[config.mk]
export PLATFORM = sky130hd
export DESIGN_NAME = zero_run_visibility_decoder_unit_flat
export DESIGN_NICKNAME = d
export VERILOG_FILES = /design/src/hdl/zrv_pkg.sv /design/src/hdl/zrv_if.sv /design/src/hdl/zero_run_visibility_decoder_unit.sv /design/src/hdl/zrv_apb.sv /design/src/hdl/zrv_useq.sv /design/src/hdl/zrv_dpath.sv /design/src/flat_wrapper.sv
export SDC_FILE = /design/constraint.sdc
export NUM_CORES = 1
export LEC_CHECK = 0
export ABC_CLOCK_PERIOD_IN_PS = 18900
export BUFFER_PORTS_ARGS = -buffer_cell sky130_fd_sc_hd__buf_4
export CAP_MARGIN = 5
export CORE_ASPECT_RATIO = 0.9
export CORE_MARGIN = 1
export CORE_UTILIZATION = 58
export CTS_CLUSTER_SIZE = 8
export DETAILED_ROUTE_END_ITERATION = 8
export PLACE_DENSITY_LB_ADDON = 0.15
export RECOVER_POWER = 50
export SETUP_SLACK_MARGIN = 0.1
export SLEW_MARGIN = 10
export SYNTH_ARGS = -nofsm -noshare
export SYNTH_HDL_FRONTEND = slang
export SYNTH_SLANG_ARGS = --single-unit
[constraint.sdc]
create_clock -name clk -period 18.9 [get_ports clk]
set_input_delay 3.78 -clock clk [delete_from_list [all_inputs] [get_ports clk]]
set_output_delay 3.78 -clock clk [all_outputs]
set_load 0.05 [all_outputs]
[src/hdl/zrv_pkg.sv]
// Shared types and constants for the zero-run visibility decoder.
// Holds the microcode word layout, action codes and sizing constants.
// No dependencies; compile first.
package zrv_pkg;

    // Sizing
    localparam int MAX_LEAVES = 4096;
    localparam int LEAF_W     = 13;
    localparam int ROW_W      = $clog2(MAX_LEAVES / 8 + 1);
    localparam int ADDR_W     = 3;
    localparam int DATA_W     = 32;
    localparam int REG_IDX_LSB = 2;

    localparam logic [7:0]        FILL_BYTE = 8'hff;
    localparam logic [LEAF_W:0]   ROUND_UP  = (LEAF_W + 1)'(7);

    // Register index
    localparam logic REG_LEAF_COUNT = 1'b0;

    // Input action codes
    localparam logic [1:0] ACT_CONT = 2'd0;
    localparam logic [1:0] ACT_NEW  = 2'd1;
    localparam logic [1:0] ACT_FILL = 2'd2;
    localparam logic [1:0] ACT_NONE = 2'd3;

    // Microprogram steps
    typedef logic [1:0] step_t;
    localparam step_t STEP_LOAD   = 2'd0;
    localparam step_t STEP_START  = 2'd1;
    localparam step_t STEP_SETRUN = 2'd2;
    localparam step_t STEP_PUSH   = 2'd3;
    localparam int    UC_DEPTH    = 4;

    // Datapath operation of a step
    typedef enum logic [1:0] {
        OP_LOAD   = 2'd0,
        OP_START  = 2'd1,
        OP_SETRUN = 2'd2,
        OP_PUSH   = 2'd3
    } op_t;

    // Jump condition of a step
    typedef enum logic [1:0] {
        C_ACCEPT = 2'd0,
        C_SKIP   = 2'd1,
        C_NEVER  = 2'd2,
        C_DONE   = 2'd3
    } cond_t;

    // One control word: taken -> target, else hold or fall through
    typedef struct packed {
        op_t   op;
        cond_t cond;
        logic  hold;
        step_t target;
    } ucode_word_t;

    typedef struct packed {
        op_t op;
    } dp_ctrl_t;

    typedef struct packed {
        logic accepted;
        logic skip;
        logic done;
    } dp_stat_t;

endpackage

[src/hdl/zrv_if.sv]
// Handshake channel interfaces for the zero-run visibility decoder.
// Input byte channel and output bitmap word channel; no dependencies.
interface zrv_in_if;
    logic       valid;
    logic       ready;
    logic [1:0] action;
    logic [7:0] code_byte;

    modport source (output valid, output action, output code_byte, input ready);
    modport sink   (input valid, input action, input code_byte, output ready);
endinterface

interface zrv_out_if;
    logic        valid;
    logic        ready;
    logic [63:0] bitmap_word;
    logic [3:0]  valid_bytes;
    logic        row_last;

    modport source (output valid, output bitmap_word, output valid_bytes, output row_last,
                    input ready);
    modport sink   (input valid, input bitmap_word, input valid_bytes, input row_last,
                    output ready);
endinterface

[src/hdl/zero_run_visibility_decoder_unit.sv]
// Zero-run visibility decoder. Takes one coded byte per transfer on code_in and
// returns the expanded visibility row on bitmap_out, eight bytes to a word,
// first byte in bits 7:0, the last word of the row flagged with row_last.
// A small microprogram (load, start, set run, push) runs each byte. A byte
// is dropped at the start step on action 3, a continue with no row open, or
// a new or all-visible row of zero length. Otherwise the push step emits the
// run in chunks, each filling the packer up to the next word boundary, the
// run end or the row end. Output back-pressure stalls the push step.
// Writing leaf_count (APB offset 0) also drops any row in progress.
// Depends on zrv_pkg, zrv_if, zrv_apb, zrv_useq and zrv_dpath.
module zero_run_visibility_decoder_unit (
    input  logic                         clk,
    input  logic                         rst_n,
    input  logic                         psel,
    input  logic                         penable,
    input  logic                         pwrite,
    input  logic [zrv_pkg::ADDR_W-1:0]   paddr,
    input  logic [zrv_pkg::DATA_W-1:0]   pwdata,
    output logic [zrv_pkg::DATA_W-1:0]   prdata,
    output logic                         pready,
    zrv_in_if.sink                       code_in,
    zrv_out_if.source                    bitmap_out
);

    logic [zrv_pkg::ROW_W-1:0] row_len;
    logic                      cfg_clear;
    zrv_pkg::dp_ctrl_t         ctrl;
    zrv_pkg::dp_stat_t         stat;

    // Configuration registers
    zrv_apb u_apb (
        .clk       (clk),
        .rst_n     (rst_n),
        .psel      (psel),
        .penable   (penable),
        .pwrite    (pwrite),
        .paddr     (paddr),
        .pwdata    (pwdata),
        .prdata    (prdata),
        .pready    (pready),
        .row_len   (row_len),
        .cfg_clear (cfg_clear)
    );

    // Microcode sequencer
    zrv_useq u_useq (
        .clk       (clk),
        .rst_n     (rst_n),
        .cfg_clear (cfg_clear),
        .stat      (stat),
        .ctrl      (ctrl)
    );

    // Datapath
    zrv_dpath u_dpath (
        .clk        (clk),
        .rst_n      (rst_n),
        .code_in    (code_in),
        .bitmap_out (bitmap_out),
        .ctrl       (ctrl),
        .stat       (stat),
        .row_len    (row_len),
        .cfg_clear  (cfg_clear)
    );

endmodule

[src/hdl/zrv_apb.sv]
// APB register port: holds leaf_count and derives the row length in bytes.
// Depends on zrv_pkg.
module zrv_apb (
    input  logic                         clk,
    input  logic                         rst_n,
    input  logic                         psel,
    input  logic                         penable,
    input  logic                         pwrite,
    input  logic [zrv_pkg::ADDR_W-1:0]   paddr,
    input  logic [zrv_pkg::DATA_W-1:0]   pwdata,
    output logic [zrv_pkg::DATA_W-1:0]   prdata,
    output logic                         pready,
    output logic [zrv_pkg::ROW_W-1:0]    row_len,
    output logic                         cfg_clear
);

    logic [zrv_pkg::LEAF_W-1:0] leaf_reg;
    logic [zrv_pkg::LEAF_W-1:0] leaf_next;
    logic [zrv_pkg::LEAF_W-1:0] leaf_clip;
    logic [zrv_pkg::LEAF_W:0]   leaf_sum;
    logic                       hit;

    assign pready    = 1'b1;
    assign hit       = (paddr[zrv_pkg::REG_IDX_LSB] == zrv_pkg::REG_LEAF_COUNT);
    assign cfg_clear = psel && penable && pwrite && hit;

    // Register write
    always_comb
    begin
        leaf_next = leaf_reg;
        if (cfg_clear)
        begin
            leaf_next = pwdata[zrv_pkg::LEAF_W-1:0];
        end
    end

    always_ff @(posedge clk or negedge rst_n)
    begin
        if (!rst_n)
        begin
            leaf_reg <= '0;
        end
        else
        begin
            leaf_reg <= leaf_next;
        end
    end

    // Readback
    assign prdata = hit ? zrv_pkg::DATA_W'(leaf_reg) : '0;

    // Row length = (min(leaves, max) + 7) / 8
    assign leaf_clip = (leaf_reg > zrv_pkg::LEAF_W'(zrv_pkg::MAX_LEAVES))
                     ? zrv_pkg::LEAF_W'(zrv_pkg::MAX_LEAVES) : leaf_reg;
    assign leaf_sum  = {1'b0, leaf_clip} + zrv_pkg::ROUND_UP;
    assign row_len   = zrv_pkg::ROW_W'(leaf_sum >> 3);

endmodule

[src/hdl/zrv_useq.sv]
// Microcode sequencer: step counter, control ROM and conditional jumps.
// Depends on zrv_pkg.
module zrv_useq (
    input  logic                clk,
    input  logic                rst_n,
    input  logic                cfg_clear,
    input  zrv_pkg::dp_stat_t   stat,
    output zrv_pkg::dp_ctrl_t   ctrl
);

    // Control program
    localparam zrv_pkg::ucode_word_t UCODE [zrv_pkg::UC_DEPTH] = '{
        // wait for a byte
        '{op: zrv_pkg::OP_LOAD,   cond: zrv_pkg::C_ACCEPT, hold: 1'b1,
          target: zrv_pkg::STEP_START},
        // open a new row if asked; drop the byte if nothing to do
        '{op: zrv_pkg::OP_START,  cond: zrv_pkg::C_SKIP,   hold: 1'b0,
          target: zrv_pkg::STEP_LOAD},
        // work out the run to emit
        '{op: zrv_pkg::OP_SETRUN, cond: zrv_pkg::C_NEVER,  hold: 1'b0,
          target: zrv_pkg::STEP_LOAD},
        // emit chunks until the run or the row ends
        '{op: zrv_pkg::OP_PUSH,   cond: zrv_pkg::C_DONE,   hold: 1'b1,
          target: zrv_pkg::STEP_LOAD}
    };

    zrv_pkg::step_t       pc_reg;
    zrv_pkg::step_t       pc_next;
    zrv_pkg::ucode_word_t uword;
    logic                 taken;

    assign uword   = UCODE[pc_reg];
    assign ctrl.op = uword.op;

    // Condition select
    always_comb
    begin
        unique case (uword.cond)
            zrv_pkg::C_ACCEPT: taken = stat.accepted;
            zrv_pkg::C_SKIP:   taken = stat.skip;
            zrv_pkg::C_NEVER:  taken = 1'b0;
            zrv_pkg::C_DONE:   taken = stat.done;
            default:           taken = 1'b0;
        endcase
    end

    // Next step
    always_comb
    begin
        priority if (cfg_clear)
        begin
            pc_next = zrv_pkg::STEP_LOAD;
        end
        else if (taken)
        begin
            pc_next = uword.target;
        end
        else if (uword.hold)
        begin
            pc_next = pc_reg;
        end
        else
        begin
            pc_next = pc_reg + zrv_pkg::step_t'(1);
        end
    end

    always_ff @(posedge clk or negedge rst_n)
    begin
        if (!rst_n)
        begin
            pc_reg <= zrv_pkg::STEP_LOAD;
        end
        else
        begin
            pc_reg <= pc_next;
        end
    end

endmodule

[src/hdl/zrv_dpath.sv]
// Decoder datapath: input latch, row state, run counter, byte packer
// and output register. Driven by the microcode sequencer; depends on zrv_pkg.
module zrv_dpath (
    input  logic                        clk,
    input  logic                        rst_n,
    zrv_in_if.sink                      code_in,
    zrv_out_if.source                   bitmap_out,
    input  zrv_pkg::dp_ctrl_t           ctrl,
    output zrv_pkg::dp_stat_t           stat,
    input  logic [zrv_pkg::ROW_W-1:0]   row_len,
    input  logic                        cfg_clear
);

    localparam int RW = zrv_pkg::ROW_W;

    logic [1:0]    action_reg, action_next;
    logic [7:0]    code_reg,   code_next;
    logic [7:0]    value_reg,  value_next;
    logic [RW-1:0] run_reg,    run_next;
    logic [RW-1:0] emitted_reg, emitted_next;
    logic          expect_reg, expect_next;
    logic          open_reg,   open_next;
    logic [55:0]   pack_reg,   pack_next;
    logic [2:0]    fill_reg,   fill_next;

    logic          ovalid_reg, ovalid_next;
    logic [63:0]   oword_reg,  oword_next;
    logic [3:0]    obytes_reg, obytes_next;
    logic          olast_reg,  olast_next;

    logic          accepted;
    logic          out_free;
    logic          starts;
    logic          row_nz;
    logic          open_eff;
    logic [RW-1:0] rem;
    logic [RW-1:0] run_min;
    logic [3:0]    space;
    logic [3:0]    n;
    logic [3:0]    end_lane;
    logic [63:0]   word_mix;
    logic          last;
    logic          emit;
    logic          work;
    logic          fire;

    // Handshakes
    assign code_in.ready = (ctrl.op == zrv_pkg::OP_LOAD);
    assign accepted      = code_in.valid && code_in.ready;
    assign out_free      = !ovalid_reg || bitmap_out.ready;

    // Row start decode
    assign starts   = (action_reg == zrv_pkg::ACT_NEW) || (action_reg == zrv_pkg::ACT_FILL);
    assign row_nz   = (row_len != '0);
    assign open_eff = starts ? row_nz : open_reg;

    // Chunk size: min(run, room in word, bytes left in row)
    assign rem      = row_len - emitted_reg;
    assign run_min  = (run_reg < rem) ? run_reg : rem;
    assign space    = 4'd8 - {1'b0, fill_reg};
    assign n        = (run_min < RW'(space)) ? run_min[3:0] : space;
    assign end_lane = {1'b0, fill_reg} + n;

    // Merge chunk bytes into the packed word
    always_comb
    begin
        for (int i = 0; i < 8; i++)
        begin
            if ((4'(i) >= {1'b0, fill_reg}) && (4'(i) < end_lane))
            begin
                word_mix[8*i +: 8] = value_reg;
            end
            else if (i < 7)
            begin
                word_mix[8*i +: 8] = pack_reg[8*(i%7) +: 8];
            end
            else
            begin
                word_mix[8*i +: 8] = 8'h00;
            end
        end
    end

    assign last = (RW'(n) == rem);
    assign emit = end_lane[3] || last;
    assign work = open_reg && (run_reg != '0);
    assign fire = (ctrl.op == zrv_pkg::OP_PUSH) && work && out_free;

    // Status to the sequencer
    assign stat.accepted = accepted;
    assign stat.skip     = (action_reg == zrv_pkg::ACT_NONE) || !open_eff;
    assign stat.done     = !work || (fire && ((RW'(n) == run_reg) || last));

    // Next state
    always_comb
    begin
        action_next  = action_reg;
        code_next    = code_reg;
        value_next   = value_reg;
        run_next     = run_reg;
        emitted_next = emitted_reg;
        expect_next  = expect_reg;
        open_next    = open_reg;
        pack_next    = pack_reg;
        fill_next    = fill_reg;

        priority if (cfg_clear)
        begin
            emitted_next = '0;
            expect_next  = 1'b0;
            open_next    = 1'b0;
            pack_next    = '0;
            fill_next    = '0;
        end
        else
        begin
            unique case (ctrl.op)
                zrv_pkg::OP_LOAD:
                begin
                    if (accepted)
                    begin
                        action_next = code_in.action;
                        code_next   = code_in.code_byte;
                    end
                end
                zrv_pkg::OP_START:
                begin
                    if (starts)
                    begin
                        emitted_next = '0;
                        expect_next  = 1'b0;
                        pack_next    = '0;
                        fill_next    = '0;
                        open_next    = row_nz;
                    end
                end
                zrv_pkg::OP_SETRUN:
                begin
                    priority if (action_reg == zrv_pkg::ACT_FILL)
                    begin
                        run_next   = row_len;
                        value_next = zrv_pkg::FILL_BYTE;
                    end
                    else if (expect_reg)
                    begin
                        // this byte is a zero-run count
                        run_next    = RW'(code_reg);
                        value_next  = 8'h00;
                        expect_next = 1'b0;
                    end
                    else if (code_reg != 8'h00)
                    begin
                        run_next   = RW'(1);
                        value_next = code_reg;
                    end
                    else
                    begin
                        run_next    = '0;
                        expect_next = 1'b1;
                    end
                end
                zrv_pkg::OP_PUSH:
                begin
                    if (fire)
                    begin
                        emitted_next = emitted_reg + RW'(n);
                        run_next     = run_reg - RW'(n);
                        if (emit)
                        begin
                            pack_next = '0;
                            fill_next = '0;
                            if (last)
                            begin
                                open_next = 1'b0;
                            end
                        end
                        else
                        begin
                            pack_next = word_mix[55:0];
                            fill_next = end_lane[2:0];
                        end
                    end
                end
                default:
                begin
                end
            endcase
        end
    end

    // Output register
    always_comb
    begin
        ovalid_next = ovalid_reg;
        oword_next  = oword_reg;
        obytes_next = obytes_reg;
        olast_next  = olast_reg;
        priority if (fire && emit)
        begin
            ovalid_next = 1'b1;
            oword_next  = word_mix;
            obytes_next = end_lane;
            olast_next  = last;
        end
        else if (bitmap_out.ready)
        begin
            ovalid_next = 1'b0;
        end
    end

    // Control state
    always_ff @(posedge clk or negedge rst_n)
    begin
        if (!rst_n)
        begin
            emitted_reg <= '0;
            expect_reg  <= 1'b0;
            open_reg    <= 1'b0;
            pack_reg    <= '0;
            fill_reg    <= '0;
            ovalid_reg  <= 1'b0;
        end
        else
        begin
            emitted_reg <= emitted_next;
            expect_reg  <= expect_next;
            open_reg    <= open_next;
            pack_reg    <= pack_next;
            fill_reg    <= fill_next;
            ovalid_reg  <= ovalid_next;
        end
    end

    // Payload
    always_ff @(posedge clk)
    begin
        action_reg <= action_next;
        code_reg   <= code_next;
        value_reg  <= value_next;
        run_reg    <= run_next;
        oword_reg  <= oword_next;
        obytes_reg <= obytes_next;
        olast_reg  <= olast_next;
    end

    assign bitmap_out.valid       = ovalid_reg;
    assign bitmap_out.bitmap_word = oword_reg;
    assign bitmap_out.valid_bytes = obytes_reg;
    assign bitmap_out.row_last    = olast_reg;

endmodule
[src/flat_wrapper.sv]
// flat-port wrapper written by rule: the top's interface ports become plain ports
module zero_run_visibility_decoder_unit_flat 
  (clk, rst_n, psel, penable, pwrite, paddr, pwdata, prdata, pready, code_in_valid, code_in_action, code_in_code_byte, code_in_ready, bitmap_out_valid, bitmap_out_bitmap_word, bitmap_out_valid_bytes, bitmap_out_row_last, bitmap_out_ready);
  zrv_in_if code_in_i ();
  zrv_out_if bitmap_out_i ();
  input  logic clk;
  input  logic rst_n;
  input  logic psel;
  input  logic penable;
  input  logic pwrite;
  input  logic [zrv_pkg::ADDR_W-1:0] paddr;
  input  logic [zrv_pkg::DATA_W-1:0] pwdata;
  output logic [zrv_pkg::DATA_W-1:0] prdata;
  output logic pready;
  input wire logic [$bits(code_in_i.valid)-1:0] code_in_valid;
  input wire logic [$bits(code_in_i.action)-1:0] code_in_action;
  input wire logic [$bits(code_in_i.code_byte)-1:0] code_in_code_byte;
  output wire logic [$bits(code_in_i.ready)-1:0] code_in_ready;
  output wire logic [$bits(bitmap_out_i.valid)-1:0] bitmap_out_valid;
  output wire logic [$bits(bitmap_out_i.bitmap_word)-1:0] bitmap_out_bitmap_word;
  output wire logic [$bits(bitmap_out_i.valid_bytes)-1:0] bitmap_out_valid_bytes;
  output wire logic [$bits(bitmap_out_i.row_last)-1:0] bitmap_out_row_last;
  input wire logic [$bits(bitmap_out_i.ready)-1:0] bitmap_out_ready;
  assign code_in_i.valid = code_in_valid;
  assign code_in_i.action = code_in_action;
  assign code_in_i.code_byte = code_in_code_byte;
  assign code_in_ready = code_in_i.ready;
  assign bitmap_out_valid = bitmap_out_i.valid;
  assign bitmap_out_bitmap_word = bitmap_out_i.bitmap_word;
  assign bitmap_out_valid_bytes = bitmap_out_i.valid_bytes;
  assign bitmap_out_row_last = bitmap_out_i.row_last;
  assign bitmap_out_i.ready = bitmap_out_ready;
  zero_run_visibility_decoder_unit u_core (.clk(clk), .rst_n(rst_n), .psel(psel), .penable(penable), .pwrite(pwrite), .paddr(paddr), .pwdata(pwdata), .prdata(prdata), .pready(pready), .code_in(code_in_i), .bitmap_out(bitmap_out_i));
endmodule
==> flow_summary.ini <==
[synth]
synth_edf_count = 97
syn-cell-area_um2 = 9920
synth_cells = 857
ys.flop_type = edfxtp_1
synth_common_cells = 97 x edfxtp_1, 87 x dfrtp_1, 72 x nand2_1
yosysMostFrequentCell = edfxtp_1
synth_seq_cells = 184
synth.distinct_cells = 76
syn_avg_cell_area_um2 = 11.6
yosys_warnings = 0
synthArstFlopShare_pct = 47.3
synth_largest_area_cell = edfxtp_1
yosysSeqAreaShare_pct = 51.3
yosysTopAreaCellShare_pct = 29.4
ys_top_cells_by_area = edfxtp_1 29%, dfrtp_1 22%, mux2_2 5.9%

[timing]
drv_slew = 90
setup_viol = 0
timing.fmax_mhz = 96.2
period_minus_slack_ps = 10390
fin_setup_tns_ps = 0
maxSlewHeadroom_pct = -91.1
hold_viol_final = 0
fin_worst_skew_ps = 10.6
worstMarginPinSlew_ps = 2870
min_period_over_period_pct = 55.0
rsz0062_at_grt = no

[placement]
hpwl_um = 15700
numPortBuffers = 114
gp_congestion = 0.859
dp.cells = 1144

[clocking]
cts_max_level = 4
path_clk_slew_ps = 70
cts_max_path_buffers = 2
cts_buffers = 17
cts_tree = yes
post_cts_buffers = 0
cts_resized = 0
cts_root_buf = clkbuf_16
ctsHoldBuffers = 0
clkSinkCount = 184
clock_latency_ps = 430

[power_and_ir_drop]
peakVddDrop_mv = 0.104
p_leak_uw = 0.00455
powerDensity_nw_per_um2 = 212

[final_layout]
syn2layout_area_growth_pct = 12.3
drive_above_1_share_pct = 14.9
stdcell_count = 1176
largest_register_ffs = 64
nets = 1053
insertedDiodeCount = 0

[drt]
routedWlPerCell_um = 19.0
dr_total_vias = 7102
drc = 0
drt_pass1_iterations = 5
wl_um = 22400
viasPerCell = 6.04
drt_iter0_drc = 643
antenna_left = 0

[critical_path]
crit_start = u_core.u_apb.leaf_reg[2]
timing.rr.end = u_core.u_dpath.bitmap_out.row_last
critPathArrivalTime_ps = 10440
cpMaxStageDelayCell = buf_4
cp_max_fo = 69
max_stage_delay_ps = 650
rr_worst_depth = 32
path_class = reg -> reg
required_ps = 18950
crit_path_start_kind = flop
ff2ff_setup_slack_ps = 8510
endpoint_kind = flop
timing.rr.start = u_core.u_apb.leaf_reg[2]
crit_top_cell = a21oi_1

[floorplanning]
row_count = 44
ios = 156
dieArea_um2 = 17600
start_util_pct = 60.5
fp.dieH_um = 126
fp.dieW_um = 140
coreArea_um2 = 16400

[worst_hold_path]
worstHoldPathType = reg -> reg
hold_start = u_core.u_dpath.pack_reg[48]
worstHoldPathCells = 1
min_to = u_core.u_dpath.pack_reg[48]

[global_route]
grt_use_total_pct = 26.1
grt_pass1_vias = 6731
antenna_found_initial = 0
grt_pass1_wl_um = 35500
grt_max_degree = 70
overflow = 0

[job]
drv_cap = 2

[status]
violations = capacitance limit, slew limit
status = complete, but fails checks
[power by group]
group	total, µW	internal [µW]	switching (µW)
sequential	657	578	79.1
clock	364	200	164
combinational	1340	487	858
[cells by family after synthesis]
logic type,Yosys count,synth area share [%]
compound gates,193,15.7
simple gates,225,11.3
mux,65,7.34
fa+ha+maj,45,5.98
flops,184,51.3
buf+inv,110,5.20
xor+xnor,33,3.10
other cells,2,0.0757
[layout by cell type (no fill, tap or decap), types with 9 or more instances in the layout]
cell	n
a21o_1	18
a21oi_1	30
a32o_1	41
buf_4	28
clkbuf_1	84
clkbuf_16	18
clkbuf_4	9
conb_1	20
dfrtp_1	87
edfxtp_1	97
ha_1	41
inv_1	50
mux2_2	52
mux2i_1	12
nand2_1	72
nand3_1	13
nor2_1	55
nor2b_1	17
nor3_1	10
o21ai_0	21
xnor2_1	17
xor2_1	15
[routing by layer]
layer,track usage [%],wire [µm],up-vias
li1,-,-,3333
met2,39.8,10100,252
met4,6.08,244,0
met3,5.21,1490,25
met1,38.7,10500,3492
met5,0,0,-
[critical path: cells and delay by family (launching register included)]
kind,cells,cell delay [ps]
AO/OA/AOI/OAI,13,3930
AND/OR/NAND/NOR,9,2220
adder cells (fa/ha/maj),4,1240
buffers and inverters,2,900
XOR/XNOR,3,730
multiplexers,1,460
flip-flops,1,410
[stage by stage]
stage	instance area [µm²]	utilization, %	power [µW]	worst slack [ps]	hold slack [ps]
2_1_floorplan	9990	-	1720	8390	460
3_3_place_gp	10800	66.1	2010	8930	468
3_5_place_dp	10800	66.1	2030	8790	475
4_1_cts	11500	69.9	2400	8740	490
5_1_grt	11100	67.9	2510	7700	502
6_report	11100	67.9	2370	8510	488
[final cells by class]
| type | count | area (µm²) |
|---|---|---|
| multi-input cells | 581 | 4390 |
| inverters | 52 | 200 |
| flip-flops and latches | 184 | 5090 |
| well taps | 207 | 259 |
| clock inverters | 12 | 149 |
| repair buffers | 120 | 589 |
| clock buffers | 20 | 468 |
| fillers | 1330 | 5260 |
[worst max path at each step]
stage | end | cells after the start
final | u_core.u_dpath.bitmap_out.row_last | 32
after global routing | u_core.u_dpath.bitmap_out.row_last | 32
after CTS | u_core.u_dpath.bitmap_out.row_last | 32
after detailed placement | u_core.u_dpath.bitmap_out.row_last | 32
after global placement | u_core.u_dpath.bitmap_out.bitmap_word[29] | 32
after floorplan | u_core.u_dpath.bitmap_out.bitmap_word[0] | 33
No activity file was read; power rests on OpenSTA's default activity.
